## src/design/mvpd_pkg.sv

```systemverilog
// Package for the magnetometer vehicle presence detector.
// Holds the phase encoding, register map codes and field widths.
// No dependencies.
package mvpd_pkg;

  // Phase of the detector, as reported on phase_o
  typedef enum logic [2:0] {
    MODE_CALIB  = 3'd0,
    MODE_FREE   = 3'd1,
    MODE_ARRIVE = 3'd2,
    MODE_TAKEN  = 3'd3,
    MODE_LEAVE  = 3'd4
  } mode_e;

  // Register map: word index on the APB port
  typedef enum logic {
    REG_THRESHOLD = 1'b0,
    REG_CONFIRM   = 1'b1
  } reg_idx_e;

  localparam int unsigned CALIB_SAMPLES_DEF = 300;

  localparam int unsigned SAMPLE_W   = 16;
  localparam int unsigned THRESH_W   = 10;
  localparam int unsigned CONFIRM_W  = 12;
  localparam int unsigned BASE_W     = 24;
  localparam int unsigned PHASE_W    = 3;
  localparam int unsigned PADDR_W    = 3;
  localparam int unsigned PDATA_W    = 32;

  localparam int unsigned PCT_SCALE  = 100;

  localparam logic [THRESH_W-1:0]  THRESH_RST  = THRESH_W'(10);
  localparam logic [CONFIRM_W-1:0] CONFIRM_RST = CONFIRM_W'(140);

endpackage

```

## src/design/magnetometer_vehicle_presence_detector_unit.sv

```systemverilog
// Magnetometer vehicle presence detector, top level.
// Uses mvpd_pkg for phase codes, register map and widths.
// Each transaction passes through the input register, then the result register.
// One transaction per cycle when unstalled; the input register refills while a result waits.
// The per-sample path is two constant multiplies and a 10x24 multiply feeding the compares.
// Reset (rst_ni low, async): calibration restarts, spot free, LEDs off, registers at defaults.
module magnetometer_vehicle_presence_detector_unit #(
  parameter int unsigned CalibSamples = mvpd_pkg::CALIB_SAMPLES_DEF
) (
  input  logic                                 clk_i,
  input  logic                                 rst_ni,
  // input channel
  input  logic                                 in_valid_i,
  output logic                                 in_stall_o,
  input  logic signed [mvpd_pkg::SAMPLE_W-1:0] sample_x_i,
  // result channel
  output logic                                 out_valid_o,
  input  logic                                 out_stall_i,
  output logic                                 spot_free_o,
  output logic                                 state_changed_o,
  output logic        [mvpd_pkg::PHASE_W-1:0]  phase_o,
  output logic                                 green_led_o,
  output logic                                 red_led_o,
  // APB configuration port
  input  logic                                 psel,
  input  logic                                 penable,
  input  logic                                 pwrite,
  input  logic        [mvpd_pkg::PADDR_W-1:0]  paddr,
  input  logic        [mvpd_pkg::PDATA_W-1:0]  pwdata,
  output logic        [mvpd_pkg::PDATA_W-1:0]  prdata,
  output logic                                 pready
);

  // ---------------------------------------------------------------------------
  // Derived sizes
  // ---------------------------------------------------------------------------
  localparam int unsigned CntW   = $clog2(CalibSamples + 1);
  // sum of CalibSamples signed 16-bit samples, plus headroom
  localparam int unsigned SumW   = mvpd_pkg::SAMPLE_W + CntW;
  // |x| * CalibSamples * 100, compared against 100 * S and T * S
  localparam int unsigned KScale = CalibSamples * mvpd_pkg::PCT_SCALE;
  localparam int unsigned KW     = $clog2(KScale + 1);
  localparam int unsigned LhsW   = mvpd_pkg::SAMPLE_W + KW + 1;
  localparam int unsigned RhsW   = mvpd_pkg::THRESH_W + mvpd_pkg::BASE_W;
  localparam int unsigned CmpW   = (LhsW > RhsW) ? LhsW : RhsW;

  // ---------------------------------------------------------------------------
  // Configuration registers
  // ---------------------------------------------------------------------------
  logic [mvpd_pkg::THRESH_W-1:0]  thresh_q;
  logic [mvpd_pkg::CONFIRM_W-1:0] confirm_q;
  logic                           cfg_wr;
  mvpd_pkg::reg_idx_e             cfg_idx;

  assign pready = 1'b1;
  assign cfg_wr = psel & penable & pwrite;
  assign cfg_idx = mvpd_pkg::reg_idx_e'(paddr[2]);

  always_ff @(posedge clk_i or negedge rst_ni) begin
    if (!rst_ni) begin
      thresh_q  <= mvpd_pkg::THRESH_RST;
      confirm_q <= mvpd_pkg::CONFIRM_RST;
    end else if (cfg_wr) begin
      case (cfg_idx)
        mvpd_pkg::REG_THRESHOLD: thresh_q  <= pwdata[mvpd_pkg::THRESH_W-1:0];
        mvpd_pkg::REG_CONFIRM:   confirm_q <= pwdata[mvpd_pkg::CONFIRM_W-1:0];
        default: ;
      endcase
    end
  end

  always_comb begin
    case (cfg_idx)
      mvpd_pkg::REG_THRESHOLD: prdata = mvpd_pkg::PDATA_W'(thresh_q);
      mvpd_pkg::REG_CONFIRM:   prdata = mvpd_pkg::PDATA_W'(confirm_q);
      default:                 prdata = '0;
    endcase
  end

  // ---------------------------------------------------------------------------
  // Handshake: input register -> result register
  // The result register drains when the consumer takes it, so the input
  // register can move forward in the same cycle.
  // ---------------------------------------------------------------------------
  logic                                 in_vld_q, in_vld_d;
  logic signed [mvpd_pkg::SAMPLE_W-1:0] sample_q;
  logic                                 out_vld_q, out_vld_d;
  logic                                 res_free;  // result register can be loaded
  logic                                 proc;      // item in input reg is processed now
  logic                                 in_acc;

  assign res_free   = !out_vld_q || !out_stall_i;
  assign proc       = in_vld_q && res_free;
  assign in_stall_o = in_vld_q && !res_free;
  assign in_acc     = in_valid_i && !in_stall_o;

  always_comb begin
    in_vld_d = in_vld_q;
    if (in_acc) begin
      in_vld_d = 1'b1;
    end else if (proc) begin
      in_vld_d = 1'b0;
    end
    out_vld_d = out_vld_q;
    if (proc) begin
      out_vld_d = 1'b1;
    end else if (out_vld_q && !out_stall_i) begin
      out_vld_d = 1'b0;
    end
  end

  always_ff @(posedge clk_i or negedge rst_ni) begin
    if (!rst_ni) begin
      in_vld_q  <= 1'b0;
      out_vld_q <= 1'b0;
    end else begin
      in_vld_q  <= in_vld_d;
      out_vld_q <= out_vld_d;
    end
  end

  // payload register, no reset
  always_ff @(posedge clk_i) begin
    if (in_acc) begin
      sample_q <= sample_x_i;
    end
  end

  // ---------------------------------------------------------------------------
  // Deviation test, exact:  |(|x|*N - S)| * 100  vs  T * S
  // Rewritten as | |x|*(N*100) - S*100 | so both products run in parallel.
  // ---------------------------------------------------------------------------
  logic [mvpd_pkg::BASE_W-1:0]   base_q;
  logic [mvpd_pkg::SAMPLE_W-1:0] ax;
  logic [CmpW-1:0]               lhs_a, lhs_b, lhs, rhs;
  logic                          dev, below;

  assign ax    = sample_q[mvpd_pkg::SAMPLE_W-1] ? (~sample_q + 1'b1) : sample_q;
  assign lhs_a = CmpW'(ax) * CmpW'(KScale);
  assign lhs_b = CmpW'(base_q) * CmpW'(mvpd_pkg::PCT_SCALE);
  assign lhs   = (lhs_a >= lhs_b) ? (lhs_a - lhs_b) : (lhs_b - lhs_a);
  assign rhs   = CmpW'(thresh_q) * CmpW'(base_q);

  // zero baseline: any nonzero sample deviates, nothing counts as below
  assign dev   = (base_q == '0) ? (ax != '0) : (lhs > rhs);
  assign below = (base_q != '0) && (lhs < rhs);

  // ---------------------------------------------------------------------------
  // Detector state
  // ---------------------------------------------------------------------------
  mvpd_pkg::mode_e                mode_q, mode_d;
  logic [CntW-1:0]                cnt_q, cnt_d;
  logic signed [SumW-1:0]         sum_q, sum_d;
  logic [mvpd_pkg::BASE_W-1:0]    base_d;
  logic [mvpd_pkg::CONFIRM_W-1:0] win_q, win_d;
  logic                           blink_q, blink_d;
  logic                           free_q, free_d;
  logic                           green_q, green_d;
  logic                           red_q, red_d;
  logic                           chg_q, chg_d;

  logic [mvpd_pkg::CONFIRM_W-1:0] win_inc;
  logic [mvpd_pkg::CONFIRM_W-1:0] win_len;
  logic                           win_done;
  logic signed [SumW-1:0]         sum_nx;
  logic [CntW-1:0]                cnt_nx;
  logic [SumW-1:0]                sum_mag;

  assign win_inc  = win_q + 1'b1;
  assign win_len  = (confirm_q == '0) ? mvpd_pkg::CONFIRM_W'(1) : confirm_q;
  assign win_done = win_inc >= win_len;

  assign sum_nx  = sum_q + SumW'(sample_q);
  assign cnt_nx  = cnt_q + 1'b1;
  assign sum_mag = sum_nx[SumW-1] ? SumW'(-sum_nx) : SumW'(sum_nx);

  always_comb begin
    mode_d  = mode_q;
    cnt_d   = cnt_q;
    sum_d   = sum_q;
    base_d  = base_q;
    win_d   = win_q;
    blink_d = blink_q;
    free_d  = free_q;
    green_d = green_q;
    red_d   = red_q;
    chg_d   = chg_q;
    if (proc) begin
      chg_d = 1'b0;
      case (mode_q)
        mvpd_pkg::MODE_FREE: begin
          if (dev) begin
            mode_d  = mvpd_pkg::MODE_ARRIVE;
            win_d   = '0;
            blink_d = 1'b0;
          end else begin
            green_d = 1'b1;
          end
        end
        mvpd_pkg::MODE_TAKEN: begin
          if (!dev) begin
            mode_d  = mvpd_pkg::MODE_LEAVE;
            win_d   = '0;
            blink_d = 1'b0;
          end
        end
        mvpd_pkg::MODE_ARRIVE: begin
          if (below) begin
            // aborted arrival
            green_d = 1'b1;
            mode_d  = mvpd_pkg::MODE_FREE;
          end else begin
            green_d = !blink_q;
            blink_d = !blink_q;
            win_d   = win_inc;
            if (win_done) begin
              free_d  = 1'b0;
              red_d   = 1'b1;
              green_d = 1'b0;
              chg_d   = 1'b1;
              mode_d  = mvpd_pkg::MODE_TAKEN;
            end
          end
        end
        mvpd_pkg::MODE_LEAVE: begin
          if (!below) begin
            // aborted departure
            red_d  = 1'b1;
            mode_d = mvpd_pkg::MODE_TAKEN;
          end else begin
            red_d   = !blink_q;
            blink_d = !blink_q;
            win_d   = win_inc;
            if (win_done) begin
              free_d  = 1'b1;
              green_d = 1'b1;
              red_d   = 1'b0;
              chg_d   = 1'b1;
              mode_d  = mvpd_pkg::MODE_FREE;
            end
          end
        end
        default: begin
          // calibration: accumulate, baseline = |sum|
          sum_d = sum_nx;
          cnt_d = cnt_nx;
          if (cnt_nx >= CntW'(CalibSamples)) begin
            base_d = mvpd_pkg::BASE_W'(sum_mag);
            mode_d = mvpd_pkg::MODE_FREE;
          end else begin
            mode_d = mvpd_pkg::MODE_CALIB;
          end
        end
      endcase
    end
  end

  always_ff @(posedge clk_i or negedge rst_ni) begin
    if (!rst_ni) begin
      mode_q  <= mvpd_pkg::MODE_CALIB;
      cnt_q   <= '0;
      sum_q   <= '0;
      base_q  <= '0;
      win_q   <= '0;
      blink_q <= 1'b0;
      free_q  <= 1'b1;
      green_q <= 1'b0;
      red_q   <= 1'b0;
      chg_q   <= 1'b0;
    end else begin
      mode_q  <= mode_d;
      cnt_q   <= cnt_d;
      sum_q   <= sum_d;
      base_q  <= base_d;
      win_q   <= win_d;
      blink_q <= blink_d;
      free_q  <= free_d;
      green_q <= green_d;
      red_q   <= red_d;
      chg_q   <= chg_d;
    end
  end

  // state registers only move with a processed transaction, so they double
  // as the result register
  assign out_valid_o     = out_vld_q;
  assign spot_free_o     = free_q;
  assign state_changed_o = chg_q;
  assign phase_o         = mode_q;
  assign green_led_o     = green_q;
  assign red_led_o       = red_q;

  // ---------------------------------------------------------------------------
  // Assertions
  // ---------------------------------------------------------------------------
  // a commit always lands in the matching settled phase
  a_commit_phase : assert property (@(posedge clk_i) disable iff (!rst_ni)
    out_valid_o && state_changed_o |->
      (phase_o == mvpd_pkg::MODE_FREE && spot_free_o) ||
      (phase_o == mvpd_pkg::MODE_TAKEN && !spot_free_o))
    else $error("commit reported with inconsistent phase/occupancy");

  // confirmation windows only run from the opposite committed state
  a_confirm_occ : assert property (@(posedge clk_i) disable iff (!rst_ni)
    (mode_q == mvpd_pkg::MODE_ARRIVE |-> free_q) and
    (mode_q == mvpd_pkg::MODE_LEAVE |-> !free_q))
    else $error("confirmation phase does not match occupancy");

  // input stalls only when a held transaction cannot move on
  a_stall_cause : assert property (@(posedge clk_i) disable iff (!rst_ni)
    in_stall_o |-> in_vld_q && out_vld_q && out_stall_i)
    else $error("input stalled without backpressure");

  // calibration is never re-entered
  a_no_recal : assert property (@(posedge clk_i) disable iff (!rst_ni)
    mode_q != mvpd_pkg::MODE_CALIB |=> mode_q != mvpd_pkg::MODE_CALIB)
    else $error("detector fell back into calibration");

endmodule

```

## config.mk

```make
export PLATFORM = sky130hd
export DESIGN_NAME = magnetometer_vehicle_presence_detector_unit
export DESIGN_NICKNAME = d
export VERILOG_FILES = /design/src/design/mvpd_pkg.sv /design/src/design/magnetometer_vehicle_presence_detector_unit.sv
export SDC_FILE = /design/constraint.sdc
export NUM_CORES = 1
export LEC_CHECK = 0
export ABC_CLOCK_PERIOD_IN_PS = 19200
export BUFFER_PORTS_ARGS = -buffer_cell sky130_fd_sc_hd__buf_2
export CAP_MARGIN = 0
export CORE_UTILIZATION = 30
export CTS_CLUSTER_SIZE = 24
export DETAILED_ROUTE_END_ITERATION = 10
export GPL_TIMING_DRIVEN = 0
export PLACE_DENSITY_LB_ADDON = 0.08
export SLEW_MARGIN = 40
export SYNTH_ARGS = -nofsm -noshare
export SYNTH_HDL_FRONTEND = slang
export SYNTH_SLANG_ARGS = --single-unit
```

## constraint.sdc

```tcl
create_clock -name clk_i -period 19.2 [get_ports clk_i]
set_input_delay 5.76 -clock clk_i [delete_from_list [all_inputs] [get_ports clk_i]]
set_output_delay 5.76 -clock clk_i [all_outputs]
set_load 0.005 [all_outputs]
```

== Word level (Yosys, flattened, before mapping) ==
Cells that the tools add are included.
Storage, ports and cells
  register bits: 118
  bits of input ports: 58
  output and inout port bits: 42
  logic and storage cells: 122
Operators by class
  $add $sub $neg: 7
  multiply operators: 3
  order comparisons: 5
  eq/ne operators: 13
  multiplexer cells: 44
  bitwise logic cells: 5
  reductions and logical operators: 30
Operators by type and width (number)
  case mux 32 bit (2 select lines): 1
  subtractor 31 x 31 -> 32 bit: 2
  2-to-1 mux 12 bit: 5
  case mux 12 bit (4 select lines): 1
  greater-than comparator 34 bit: 1
  < comparator 34 bit: 1
  multiplier 10 x 24 -> 34 bit: 1
  2-to-1 mux 34 bit: 1
  >= comparator 31 bit: 1
  multiplier 24 x 5 -> 29 bit (second input constant): 1
  multiplier 16 x 11 -> 27 bit (second input constant): 1
  adder 25 x 16 -> 25 bit: 1
  logical NOT 24 bit: 1
  2-to-1 mux 24 bit: 1
  negation 24 bit: 1
  nonzero test 24 bit: 1
  2-to-1 mux 1 bit: 22
  2-to-1 mux 3 bit: 6
  adder 16 x 1 -> 16 bit (second input constant): 1
  2-to-1 mux 16 bit: 1
  inverter 16 bit: 1
  nonzero test 16 bit: 1
  inequality test 2 bit (second input constant): 7
  adder 12 x 1 -> 12 bit (second input constant): 1
  26 further kinds: 46

== Depth between registers and ports, before layout ==
  word-level depth: 10
  mapped depth: 50
  depth with buffers taken out: 46

== Worst setup path after synthesis ==
OpenSTA, ideal clock, no wires.
  path kind: input -> output
  start: in paddr[2] (netlist bit)
  end: out prdata[2] (netlist bit)
  arrival time: 6.428 ns
  data required time: 13.440 ns
  slack: 7.012 ns
  stages on the path: 2
  path buffers: 1
  cell sequence: clkbuf_1 -> mux2_2
Between the ends
  longest elaborated chain between the ends: 2
Ends and longest elaborated chain
  from (decl): line magnetometer_vehicle_presence_detector_unit.sv:28  | input logic [mvpd_pkg::PADDR_W-1:0] paddr,
  inverter 1 bit (no line)
  case mux 32 bit (2 select lines) *: line magnetometer_vehicle_presence_detector_unit.sv:73  | case (cfg_idx)
  to (decl): line magnetometer_vehicle_presence_detector_unit.sv:30  | output logic [mvpd_pkg::PDATA_W-1:0] prdata,
Mark *: on every way between the ends. The rest lies on a longest branch, timed or not. The select of a mux whose other input is x is not followed.

== Final worst setup path ==
  start: reg sample_q[0] (netlist bit)
  end: reg win_q[11] (netlist bit)
Between the ends
  longest elaborated chain between the ends: 10
  elaborated cells between the ends (all ways): 18
  those cells by class: 3 x add/sub; 1 x mul; 3 x order compare; 4 x eq/ne; 3 x mux; 1 x bitwise; 3 x reduce/logical
Ends and longest elaborated chain
  from (decl): line magnetometer_vehicle_presence_detector_unit.sv:86  | logic signed [mvpd_pkg::SAMPLE_W-1:0] sample_q;
  from (signal assigned): line magnetometer_vehicle_presence_detector_unit.sv:125  | sample_q <= sample_x_i;
  inverter 16 bit: line magnetometer_vehicle_presence_detector_unit.sv:138  | assign ax = sample_q[mvpd_pkg::SAMPLE_W-1] ? (~sample_q + 1'b1) : sample_q;
  adder 16 x 1 -> 16 bit: line magnetometer_vehicle_presence_detector_unit.sv:138
  2-to-1 mux 16 bit *: line magnetometer_vehicle_presence_detector_unit.sv:138
  multiplier 16 x 11 -> 27 bit: line magnetometer_vehicle_presence_detector_unit.sv:139  | assign lhs_a = CmpW'(ax) * CmpW'(KScale);
  subtractor 31 x 31 -> 32 bit / >= comparator 31 bit (equally long branches): line magnetometer_vehicle_presence_detector_unit.sv:141  | assign lhs = (lhs_a >= lhs_b) ? (lhs_a - lhs_b) : (lhs_b - lhs_a);
  2-to-1 mux 34 bit: line magnetometer_vehicle_presence_detector_unit.sv:141
  greater-than comparator 34 bit / < comparator 34 bit (equally long branches): line magnetometer_vehicle_presence_detector_unit.sv:145, magnetometer_vehicle_presence_detector_unit.sv:146
  2-to-1 mux 1 bit / logical AND 1 bit (equally long branches): line magnetometer_vehicle_presence_detector_unit.sv:145, magnetometer_vehicle_presence_detector_unit.sv:146
  inequality test 2 bit (no line)
  AND reduction 6 bit (no line) *
  to (signal assigned): line magnetometer_vehicle_presence_detector_unit.sv:275  | win_q <= win_d;
  to (decl): line magnetometer_vehicle_presence_detector_unit.sv:155  | logic [mvpd_pkg::CONFIRM_W-1:0] win_q, win_d;
Mark *: on every way between the ends. The rest lies on a longest branch, timed or not.
A chain may end at the register's enable or synchronous reset.

==> impl_metrics.toml <==
[synth]
syn_area_um2 = 24500
ys_seq_area_share_pct = 12.4
synth_edf_count = 16
synth-seq-cells = 118
syn_inst = 2870
syn_avg_cell_area_um2 = 8.53
synth_top_flop_cell = "dfrtp_1"
ys_types = 88
synth_async_sr_flop_share_pct = 86.4
ys_warn_count = 0

[final_layout]
final_nets = 3640
syn_to_final_growth_pct = 9.62
antenna_cells = 0
regArea_um2 = 3040
multiInputGateArea_um2 = 19400
layout-drive-gt1-share_pct = 7.12
fill_cells = 8579

[timing]
rsz0062_at_grt = "no"
hold_viol_final = 0
clock_skew_ns = 0.0186
max_clock_freq_mhz = 71.0
relSlewSlack_pct = 39.8
min_period_ns = 14.08
worst_pin_slew_ns = 0.903
min_period_over_period_pct = 73.4
drv_slew = 0
hold_ws_ns = 0.478
tns_ns = 0
setup_viol = 0

[setup_path]
r2r_setup_slack_ns = 5.12
r2r_start = "sample_q[0]"
crit_arrival_ns = 14.49
crit_path_end_kind = "flip-flop"
reg2reg_to = "win_q[11]"
worstRegToRegCells = 45
worstPathRequired_ns = 19.60
crit_family = "compound AO/OA/AOI/OAI gates"
worst_path_most_repeated_cell = "a21oi_1"
cp_max_fo = 10
cp-start-kind = "flip-flop"
critPathBufInv = 7
path_class = "reg -> reg"
max_stage_delay_ns = 0.87
crit_path_top_delay_cell = "edfxtp_1"

[die]
io-pin-count = 100
die_w_um = 288
die-area_um2 = 82800
die_h_um = 288
start_util_pct = 30.4
coreArea_um2 = 80700
num_rows = 104

[drt]
ant_nets = 0
wl_per_cell_um = 18.8
dr.pass1.iters = 8
routed_wirelength_mm = 76.1
drtIter0Drc = 1105
drc_errors = 4
vias = 20097
vias_per_cell = 4.98

[global_routing]
antenna_found_initial = 2
grt_overflow = 0
grt_start_max_net_pins = 56
grt_pass1_wl_mm = 119
grt_pass1_vias = 20634
grtUsageTotal_pct = 19.0

[placement]
io_buffers = 56
hpwl_mm = 63.9
place.gp.congestion = 0.865

[run_status]
status = "finished, violations left"
violations = "DRC"

[min_path]
min_path_type = "reg -> reg"
min_from = "sum_q[20]"
hold_depth = 2
whs_endpoint = "sum_q[20]"

[cts]
numCtsBuffers = 17
post-cts-setup-buffer-count = 0
clk_pin_slew_ns = 0.06
cts_hold_buf = 0
clk_latency_ns = 0.48
clockRootBuffer = "clkbuf_16"
cts_buffer_depth = 2
cts_max_level = 4
cts_tree = "yes"
clkSinkCount = 118
cts.repair.resized = 0

[run]
max-cap-violations = 0
-- tightest hold or removal path, delay by kind of cell (launching register included) --
kind	cells	cell delay (ns)
AND/OR/NAND/NOR	2	0.11
flip-flops	1	0.34
-- cell usage after synthesis, types with 36 or more instances --
cell type	number	area, um2
a21o_1	80	601
a21oi_1	164	821
and2_1	105	657
clkbuf_1	94	353
dfrtp_1	96	2400
fa_1	250	5000
ha_1	367	4590
inv_1	420	1580
mux2_2	36	405
nand2_1	317	1190
nand3_1	47	235
nor2_1	100	375
nor3_1	50	250
o21ai_0	115	576
xnor2_1	102	893
xor2_1	83	727
-- through the flow --
stage | cell area [um2] | utilization, % | instances | setup slack, ns
floorplan | 24600 | - | 2889 | 7.01
global placement | 26200 | 32.4 | 4005 | 4.98
detailed placement | 26300 | 32.6 | 4006 | 5.26
CTS | 26800 | 33.3 | 4038 | 5.21
global route | 26800 | 33.3 | 4038 | 4.09
finish | 26800 | 33.3 | 4038 | 5.12
-- worst max-delay path by stage --
stage,depth (start not counted),slack (ns),from,endpoint
after floorplan,2,7.01,paddr[2],prdata[2]
after global placement,44,4.98,sample_q[0],win_q[11]
after detailed placement,46,5.26,sample_q[0],win_q[11]
after CTS,45,5.21,sample_q[0],win_q[11]
after global routing,46,4.09,sample_q[0],win_q[11]
final,45,5.12,sample_q[0],win_q[11]
-- per-layer routing --
metal	up-vias	track usage [%]	wire length, um
met2	285	31.3	35300
met4	0	4.37	1240
met5	-	0	0
met1	10038	26.2	37000
li1	9720	-	-
met3	54	2.42	2610
-- cell type report --
cell class | instances | share of cell area, %
inverter | 420 | 5.87
buffer | 127 | 2.17
timing repair buffer | 57 | 1.18
multi-input combinational | 2224 | 72.5
clock inverter | 8 | 0.289
tap | 1060 | 4.94
sequential | 118 | 11.3
clock buffer | 24 | 1.76
-- sequential cells by signal (all words and copies together), names as in the netlist --
signal and cells:
red_led_o 1, win_q 12, cnt_q 9, out_valid_o 1, base_q 24, in_vld_q 1
thresh_q 10, green_led_o 1, phase_o 3, spot_free_o 1, blink_q 1, sample_q 16
sum_q 25, state_changed_o 1, confirm_q 12
-- cells in the final DEF, fill, tap and decap left out, drive strengths merged, types with 24 or more instances in the layout --
| cell type | Yosys | final |
|---|---|---|
| nand3 | 47 | 47 |
| o21ai | 125 | 125 |
| o21a | 27 | 27 |
| nand2 | 317 | 317 |
| nand4 | 24 | 24 |
| and2 | 106 | 106 |
| a31oi | 25 | 25 |
| nor2 | 101 | 101 |
| ha | 367 | 367 |
| dfrtp | 96 | 96 |
| mux2 | 36 | 36 |
| clkbuf | 95 | 119 |
| inv | 420 | 420 |
| nand2b | 26 | 26 |
| fa | 250 | 250 |
| nor3 | 51 | 51 |
| a21o | 80 | 80 |
| xnor2 | 102 | 102 |
| buf | 32 | 89 |
| a21oi | 169 | 169 |
| xor2 | 83 | 83 |
-- cells by family (layout without fill, tap and decap cells) --
family | after synthesis | after routing | share of synthesized area, %
AOI/OAI and AO/OA | 568 | 568 | 15.0
xor gates and xnor gates | 185 | 185 | 6.62
adders and majority gates | 617 | 617 | 39.2
buffers and inverters | 547 | 636 | 8.82
DFF | 118 | 118 | 12.4
muxes | 55 | 55 | 2.45
other | 2 | 21 | 0.0307
and+or+nand+nor | 778 | 778 | 15.4
Power is left out: the tool's default activity adds up to more than one toggle a clock period on the data nets, which glitch-free logic cannot reach.
